### src/ste_pkg.sv
`default_nettype none
// ----------------------------------------------------------------------------
// ste_pkg
// Shared types and constants of the sprite tile expander: field widths of
// the sprite entry, coordinate offsets and the controller/datapath interface.
// ----------------------------------------------------------------------------
package ste_pkg;

    localparam int unsigned WordWidth  = 16;
    localparam int unsigned CodeWidth  = 12;
    localparam int unsigned PosWidth   = 9;
    localparam int unsigned ScrWidth   = 10;
    localparam int unsigned PalWidth   = 4;
    localparam int unsigned PmaskWidth = 7;
    localparam int unsigned RowWidth   = 3;
    localparam int unsigned ColWidth   = 2;
    localparam int unsigned RowShift   = 6;   // row step of 64 codes

    // fixed screen offsets: X and Y applied before the 9-bit wrap, bias after it
    localparam logic [PosWidth-1:0] XOffset   = 9'd6;
    localparam logic [PosWidth-1:0] YOffset   = 9'd10;
    localparam logic [ScrWidth-1:0] ScrBias   = 10'd8;

    typedef enum logic {
        ST_IDLE,
        ST_RUN
    } ste_state_t;

    typedef struct packed {
        logic load;   // latch a new sprite entry, clear counters
        logic emit;   // load output register, step counters
    } ste_cmd_t;

    typedef struct packed {
        logic out_stall;  // output register full and not taken
        logic at_last;    // counters sit on the final tile
    } ste_status_t;

endpackage
`default_nettype wire

### src/sprite_tile_expander.sv
`default_nettype none
// ----------------------------------------------------------------------------
// sprite_tile_expander
// Expands one four-word sprite entry into a run of 8x8 tile draw commands.
// ----------------------------------------------------------------------------
// One item on the s_ side is a sprite entry (vertical, tile, attribute and
// horizontal words); it becomes W*H items on the m_ side for a sprite of
// W (1..4) by H (1..8) tiles, row by row and within a row column by column,
// the final one flagged by m_last_tile. For each sprite the block first takes
// the entry, then puts out one command per cycle while m_ready allows, out of the
// single output register, which holds while m_ready is low. The next entry is
// taken as soon as the last command of the current sprite is in the output
// register, even while that command still waits to be taken.
module sprite_tile_expander (
    input  wire logic                 aclk,
    input  wire logic                 aresetn,
    // sprite entry items
    input  wire logic                 s_valid,
    output logic                      s_ready,
    input  wire logic [15:0]          s_word_vertical,
    input  wire logic [15:0]          s_word_tile,
    input  wire logic [15:0]          s_word_attribute,
    input  wire logic [15:0]          s_word_horizontal,
    // tile command items
    output logic                      m_valid,
    input  wire logic                 m_ready,
    output logic [11:0]               m_tile_code,
    output logic [3:0]                m_palette_index,
    output logic signed [9:0]         m_screen_x,
    output logic signed [9:0]         m_screen_y,
    output logic                      m_mirror_x,
    output logic                      m_mirror_y,
    output logic [6:0]                m_priority_mask,
    output logic                      m_shadow_flag,
    output logic                      m_opaque_flag,
    output logic                      m_last_tile
);

    // command and status between sequencer and datapath
    ste_pkg::ste_cmd_t    cmd;
    ste_pkg::ste_status_t status;

    // sequencer: idle takes an entry, run emits until the last tile
    ste_ctrl u_ctrl (
        .aclk    (aclk),
        .aresetn (aresetn),
        .s_valid (s_valid),
        .s_ready (s_ready),
        .status  (status),
        .cmd     (cmd)
    );

    // decode, counters, code and coordinate arithmetic, output register
    ste_datapath u_datapath (
        .aclk            (aclk),
        .aresetn         (aresetn),
        .cmd             (cmd),
        .status          (status),
        .word_vertical   (s_word_vertical),
        .word_tile       (s_word_tile),
        .word_attribute  (s_word_attribute),
        .word_horizontal (s_word_horizontal),
        .m_valid         (m_valid),
        .m_ready         (m_ready),
        .m_tile_code     (m_tile_code),
        .m_palette_index (m_palette_index),
        .m_screen_x      (m_screen_x),
        .m_screen_y      (m_screen_y),
        .m_mirror_x      (m_mirror_x),
        .m_mirror_y      (m_mirror_y),
        .m_priority_mask (m_priority_mask),
        .m_shadow_flag   (m_shadow_flag),
        .m_opaque_flag   (m_opaque_flag),
        .m_last_tile     (m_last_tile)
    );

endmodule
`default_nettype wire

### src/ste_ctrl.sv
`default_nettype none
// ----------------------------------------------------------------------------
// ste_ctrl
// Sequencing state machine: takes one sprite entry, then emits one tile
// command per cycle whenever the output register is free.
// ----------------------------------------------------------------------------
module ste_ctrl (
    input  wire logic                aclk,
    input  wire logic                aresetn,
    input  wire logic                s_valid,
    output logic                     s_ready,
    input  wire ste_pkg::ste_status_t status,
    output ste_pkg::ste_cmd_t        cmd
);

    ste_pkg::ste_state_t state_reg, state_next;

    always_ff @(posedge aclk) begin
        if (!aresetn) begin
            state_reg <= ste_pkg::ST_IDLE;
        end else begin
            state_reg <= state_next;
        end
    end

    always_comb begin
        state_next = state_reg;
        s_ready    = 1'b0;
        cmd        = '0;
        unique case (state_reg)
            ste_pkg::ST_IDLE: begin
                s_ready = 1'b1;
                if (s_valid) begin
                    cmd.load   = 1'b1;
                    state_next = ste_pkg::ST_RUN;
                end
            end
            ste_pkg::ST_RUN: begin
                if (!status.out_stall) begin
                    cmd.emit = 1'b1;
                    if (status.at_last) begin
                        state_next = ste_pkg::ST_IDLE;
                    end
                end
            end
            default: begin
                state_next = ste_pkg::ST_IDLE;
            end
        endcase
    end

endmodule
`default_nettype wire

### src/ste_datapath.sv
`default_nettype none
// ----------------------------------------------------------------------------
// ste_datapath
// Decoded sprite entry, row/column counters, tile command arithmetic and the
// output register with its valid flag.
// ----------------------------------------------------------------------------
module ste_datapath (
    input  wire logic                          aclk,
    input  wire logic                          aresetn,
    input  wire ste_pkg::ste_cmd_t             cmd,
    output ste_pkg::ste_status_t               status,
    input  wire logic [ste_pkg::WordWidth-1:0] word_vertical,
    input  wire logic [ste_pkg::WordWidth-1:0] word_tile,
    input  wire logic [ste_pkg::WordWidth-1:0] word_attribute,
    input  wire logic [ste_pkg::WordWidth-1:0] word_horizontal,
    output logic                               m_valid,
    input  wire logic                          m_ready,
    output logic [ste_pkg::CodeWidth-1:0]      m_tile_code,
    output logic [ste_pkg::PalWidth-1:0]       m_palette_index,
    output logic signed [ste_pkg::ScrWidth-1:0] m_screen_x,
    output logic signed [ste_pkg::ScrWidth-1:0] m_screen_y,
    output logic                               m_mirror_x,
    output logic                               m_mirror_y,
    output logic [ste_pkg::PmaskWidth-1:0]     m_priority_mask,
    output logic                               m_shadow_flag,
    output logic                               m_opaque_flag,
    output logic                               m_last_tile
);

    // decoded entry
    logic                              flip_y_reg, flip_x_reg, shadow_reg, opaque_reg;
    logic [ste_pkg::RowWidth-1:0]      hm1_reg;
    logic [ste_pkg::ColWidth-1:0]      wm1_reg;
    logic [ste_pkg::PosWidth-1:0]      ypos_reg, xpos_reg;
    logic [ste_pkg::CodeWidth-1:0]     base_reg;
    logic [ste_pkg::PalWidth-1:0]      pal_reg;
    logic [ste_pkg::PmaskWidth-1:0]    pmask_reg;

    // counters
    logic [ste_pkg::RowWidth-1:0]      row_reg, row_next;
    logic [ste_pkg::ColWidth-1:0]      col_reg, col_next;

    // output register
    logic                              valid_reg, valid_next;
    logic [ste_pkg::CodeWidth-1:0]     code_reg, code_next;
    logic [ste_pkg::ScrWidth-1:0]      sx_reg, sx_next, sy_reg, sy_next;
    logic                              last_reg;
    logic [ste_pkg::PalWidth-1:0]      out_pal_reg;
    logic                              out_mx_reg, out_my_reg;
    logic [ste_pkg::PmaskWidth-1:0]    out_pmask_reg;
    logic                              out_shadow_reg, out_opaque_reg;

    logic [ste_pkg::PmaskWidth:0]      pmask_wide;
    logic [ste_pkg::RowWidth-1:0]      cy_tile;
    logic [ste_pkg::ColWidth-1:0]      cx_tile;
    logic [ste_pkg::PosWidth-1:0]      x_wrap, y_wrap;
    logic                              row_end, col_end;

    assign row_end = (row_reg == hm1_reg);
    assign col_end = (col_reg == wm1_reg);

    assign status.at_last   = row_end && col_end;
    assign status.out_stall = valid_reg && !m_ready;

    // 2^p - 1, p = 7 gives all ones
    assign pmask_wide = (ste_pkg::PmaskWidth+1)'(1) << word_attribute[2:0];

    always_comb begin
        cy_tile  = flip_y_reg ? (hm1_reg - row_reg) : row_reg;
        cx_tile  = flip_x_reg ? (wm1_reg - col_reg) : col_reg;
        x_wrap   = xpos_reg + ste_pkg::XOffset + {4'b0, cx_tile, 3'b000};
        y_wrap   = ypos_reg + ste_pkg::YOffset + {3'b0, cy_tile, 3'b000};
        sx_next  = {1'b0, x_wrap} - ste_pkg::ScrBias;
        sy_next  = {1'b0, y_wrap} - ste_pkg::ScrBias;
        code_next = base_reg
                  + {3'b0, row_reg, 6'b0}
                  + {10'b0, col_reg};
        row_next = row_reg;
        col_next = col_reg;
        if (cmd.load) begin
            row_next = '0;
            col_next = '0;
        end else if (cmd.emit) begin
            if (col_end) begin
                col_next = '0;
                row_next = row_reg + 1'b1;
            end else begin
                col_next = col_reg + 1'b1;
            end
        end
        valid_next = cmd.emit ? 1'b1 : (m_ready ? 1'b0 : valid_reg);
    end

    always_ff @(posedge aclk) begin
        if (!aresetn) begin
            valid_reg <= 1'b0;
            row_reg   <= '0;
            col_reg   <= '0;
        end else begin
            valid_reg <= valid_next;
            row_reg   <= row_next;
            col_reg   <= col_next;
        end
    end

    always_ff @(posedge aclk) begin
        if (cmd.load) begin
            flip_y_reg <= word_vertical[15];
            hm1_reg    <= word_vertical[14:12];
            ypos_reg   <= word_vertical[8:0];
            opaque_reg <= word_tile[15];
            base_reg   <= word_tile[11:0];
            flip_x_reg <= word_attribute[15];
            shadow_reg <= word_attribute[14];
            wm1_reg    <= word_attribute[13:12];
            pal_reg    <= word_attribute[7:4];
            pmask_reg  <= ste_pkg::PmaskWidth'(pmask_wide - 1'b1);
            xpos_reg   <= word_horizontal[8:0];
        end
        if (cmd.emit) begin
            code_reg       <= code_next;
            sx_reg         <= sx_next;
            sy_reg         <= sy_next;
            last_reg       <= status.at_last;
            out_pal_reg    <= pal_reg;
            out_mx_reg     <= flip_x_reg;
            out_my_reg     <= flip_y_reg;
            out_pmask_reg  <= pmask_reg;
            out_shadow_reg <= shadow_reg;
            out_opaque_reg <= opaque_reg;
        end
    end

    assign m_valid         = valid_reg;
    assign m_tile_code     = code_reg;
    assign m_screen_x      = sx_reg;
    assign m_screen_y      = sy_reg;
    assign m_last_tile     = last_reg;
    assign m_palette_index = out_pal_reg;
    assign m_mirror_x      = out_mx_reg;
    assign m_mirror_y      = out_my_reg;
    assign m_priority_mask = out_pmask_reg;
    assign m_shadow_flag   = out_shadow_reg;
    assign m_opaque_flag   = out_opaque_reg;

endmodule
`default_nettype wire

### config.mk
export PLATFORM = sky130hd
export DESIGN_NAME = sprite_tile_expander
export DESIGN_NICKNAME = d
export VERILOG_FILES = /design/src/ste_pkg.sv /design/src/sprite_tile_expander.sv /design/src/ste_ctrl.sv /design/src/ste_datapath.sv
export SDC_FILE = /design/constraint.sdc
export NUM_CORES = 1
export LEC_CHECK = 0
export BUFFER_PORTS_ARGS = -buffer_cell sky130_fd_sc_hd__buf_2
export CELL_PAD_IN_SITES_DETAIL_PLACEMENT = 0
export CELL_PAD_IN_SITES_GLOBAL_PLACEMENT = 1
export CORE_UTILIZATION = 38
export CTS_CLUSTER_DIAMETER = 150
export CTS_CLUSTER_SIZE = 20
export DETAILED_ROUTE_END_ITERATION = 6
export PLACE_DENSITY = 0.79
export SYNTH_ARGS = -nofsm -noshare
export SYNTH_HDL_FRONTEND = slang
export SYNTH_SLANG_ARGS = --single-unit
### constraint.sdc
create_clock -name aclk -period 3.05 [get_ports aclk]
set_clock_uncertainty 0.1 [all_clocks]
set_input_delay 0.1525 -clock aclk [delete_from_list [all_inputs] [get_ports aclk]]
set_output_delay 0.1525 -clock aclk [all_outputs]
set_load 0.05 [all_outputs]
==> impl_metrics.env <==
export IMPL_coreArea_um2=11000
export IMPL_syn_inst=289
export IMPL_grt_util_met2_pct=24.6
export IMPL_synth_area_leaders="edfxtp_1 67%, ha_1 6.3%, xnor2_1 4.6%"
export IMPL_ant_nets=0
export IMPL_clock_sinks=105
export IMPL_grt_pass1_vias=2712
export IMPL_synth_top_family_by_area="simple AND/OR/NAND/NOR gates"
export IMPL_ys_flop_type="edfxtp_1"
export IMPL_setup_slack_ns=-0.0924
export IMPL_synthArstFlopShare_pct=0
export IMPL_post_cts_buffers=0
export IMPL_period_share_pct=103
export IMPL_critical_path_arrival_ns=3.14
export IMPL_use_met1_pct=15.5
export IMPL_cp_required_ns=3.04
export IMPL_hold_violations=0
export IMPL_gp_congestion=0.787
export IMPL_drc=0
export IMPL_p_leak_nw=2.42
export IMPL_via_per_inst=4.57
export IMPL_antenna_found_initial=0
export IMPL_dpl_instance_area_um2=5200
export IMPL_clk_insertion_delay_late_ns=0.34
export IMPL_grt_use_met3_pct=3.91
export IMPL_violations="setup timing"
export IMPL_outcome="complete, but fails checks"
export IMPL_layout_min_cycle_time_ns=3.14
export IMPL_synthXorXnorAreaFrac_pct=6.78
export IMPL_drive_above_1_share_pct=32.9
export IMPL_switchingPower_w=0.000980
export IMPL_root_buffer="clkbuf_16"
export IMPL_power_w=0.00350
export IMPL_syn_nets=381
export IMPL_n_fill_cell=936
export IMPL_synth_compound_area_share_pct=4.84
export IMPL_synth_seq_cells=105
export IMPL_fmax_ghz=0.318
export IMPL_synth_yosys_seq_area_share_pct=70.2
export IMPL_worstSetupEndpointType="flip-flop"
export IMPL_cts_tree="yes"
export IMPL_globalRoute_busiestLayer="met2"
export IMPL_io_buffers=99
export IMPL_grt_remaining_overflow=0
export IMPL_synthMostInstantiatedCell="edfxtp_1"
export IMPL_drv_slew=0
export IMPL_yosys_area_share_simple_pct=8.43
export IMPL_min_path_type="primary input to flip-flop"
export IMPL_tns_ns=-0.299
export IMPL_seq_power_share_pct=49.6
export IMPL_synth_top_area_share_pct=67.0
export IMPL_cts_made_buffers=9
export IMPL_wirelength_um=7830
export IMPL_initial_core_util_pct=39.8
export IMPL_tightest_slew_ns=0.493
export IMPL_irDropWorstVdd_mv=0.293
export IMPL_area_growth_pct=37.1
export IMPL_grt_usage_pct=13.8
export IMPL_cts_clk_slew_worst_paths_ns=0.07
export IMPL_fin_area_um2=6020
export IMPL_rsz0062_at_grt="yes"
export IMPL_avgSynthCellArea_um2=15.2
export IMPL_drt_initial_drc_count=92
export IMPL_synth_area_mux_share_pct=0.484
export IMPL_internal_power_w=0.00252
export IMPL_regArea_um2=3080
export IMPL_yosys_cell_types_count=45
export IMPL_worst_setup_path_start_kind="flip-flop"
export IMPL_fp_dieW_um=110
export IMPL_p_clk_share_pct=32.0
export IMPL_grt_pass1_wl_um=12100
export IMPL_io_pins=118
export IMPL_routedWlPerCell_um=13.0
export IMPL_first_pass_iters=4
export IMPL_path_max_fanout=4
export IMPL_yosysWarnings=0
export IMPL_max_cap_viol_count=0
export IMPL_rows=38
export IMPL_p_per_area_nw_per_um2=581
export IMPL_synth_top_area_cell="edfxtp_1"
export IMPL_finalNetCount=549
export IMPL_vias=2749
export IMPL_maxSlewHeadroom_pct=67.1
export IMPL_crit_type="flip-flop to flip-flop"
export IMPL_syn_area_um2=4390
export IMPL_antennaDiodeCount=0
export IMPL_multiInputGateArea_um2=1330
export IMPL_grt_max_degree=24
export IMPL_synth_edff_count=98
export IMPL_cts_max_level=3
export IMPL_synthAdderAreaFrac_pct=7.18
export IMPL_die_h_um=110
export IMPL_dieArea_um2=12000
export IMPL_pre_cts_ws_ns=-0.160
export IMPL_place_hpwl_um=5350
export IMPL_setup_viol=4
export IMPL_synth_common_cells="98 x edfxtp_1, 23 x inv_1, 23 x xnor2_1"
export IMPL_power_share_combinational_pct=18.4
export IMPL_cts_path_max_buffers=2
export IMPL_swShare_pct=28.0
==> final timing paths <==
| kind | startpoint | endpoint | slack, ns | cells after the start |
|---|---|---|---|---|
| worst max register to register | u_datapath.hm1_reg[0] | u_datapath.m_screen_y[7] | -0.09 | 13 |
| worst min-delay path | s_word_attribute[1] | u_datapath.pmask_reg[1] | 0.03 | 2 |
| worst min register to register | u_datapath.pmask_reg[6] | u_datapath.m_priority_mask[6] | 0.32 | 0 |
| worst max-delay path | u_datapath.hm1_reg[0] | u_datapath.m_screen_y[7] | -0.09 | 13 |
==> worst max-delay path, cell delays in order (launching register included) <==
cell,delay [ns]
edfxtp_1,0.35
inv_1,0.06
ha_1,0.14
inv_1,0.05
fa_2,0.51
nand2_1,0.05
o21ai_0,0.09
ha_1,0.30
ha_4,0.31
nand3b_1,0.11
a211oi_1,0.28
xor2_1,0.31
buf_4,0.17
xor2_1,0.05
==> timing repair <==
item                                   in CTS  in global routing
setup endpoints to repair                   4                  6
hold buffers                               46                  0
resized for setup                           5                  6
pin swaps                                   2                  1
endpoints found under the hold margin      47                  0
==> cells in the final DEF (no fill, tap or decap), drive strengths merged, types with 2 or more instances in the layout <==
master       instances
a211oi               2
a21o                 3
a21oi                4
a311oi               2
a31oi                3
and2                 4
and4                 2
buf                113
clkbuf               9
clkinv               2
dfxtp                7
dlygate4sd3         46
edfxtp              98
fa                   2
ha                  22
inv                 28
nand2               13
nand2b               5
nand3                6
nand3b               2
nor2                17
nor3                 4
nor3b                2
nor4b                2
o21a                 2
o21ai                9
or2                  2
or3                  3
xnor2               23
xor2                11
==> metal layers <==
layer / vias to the layer above / share of wire (%)
li1: 1391 / -
met1: 1286 / 43
met2: 66 / 52
met3: 6 / 4.3
met4: 0 / 1.1
met5: - / 0
==> logic make-up after synthesis <==
family / Yosys count
adder cells (fa/ha/maj): 24
buffers and inverters: 25
AO/OA/AOI/OAI: 31
XOR/XNOR: 34
AND/OR/NAND/NOR: 68
multiplexers: 2
flip-flops: 105
==> metrics by stage <==
step	util (%)	std cells	hold WS (ns)
floorplan	-	289	0.151
global placement	47.1	540	0.229
detailed placement	47.1	540	0.231
CTS	54.3	602	0.0131
global route	54.6	602	0.0170
finish	54.6	602	0.0280
==> power by group through the flow <==
stage	registers, W	clock network [W]	logic, W
after floorplan	0.00195	0	0.000235
after global placement	0.00176	0	0.000571
after detailed placement	0.00177	0	0.000581
after CTS	0.00174	0.00116	0.000642
after global routing	0.00175	0.00121	0.000701
final	0.00174	0.00112	0.000646
==> cell type report <==
cell class              instances  share of cell area (%)
flip-flops and latches        105                    51.2
clock inverters                 7                    1.10
clock buffers                   9                    3.74
repair buffers                159                    17.6
multi-input cells             159                    22.0
well taps                     140                    2.91
inverters                      23                    1.43
Note: power is estimated with default switching activity, not from simulation.
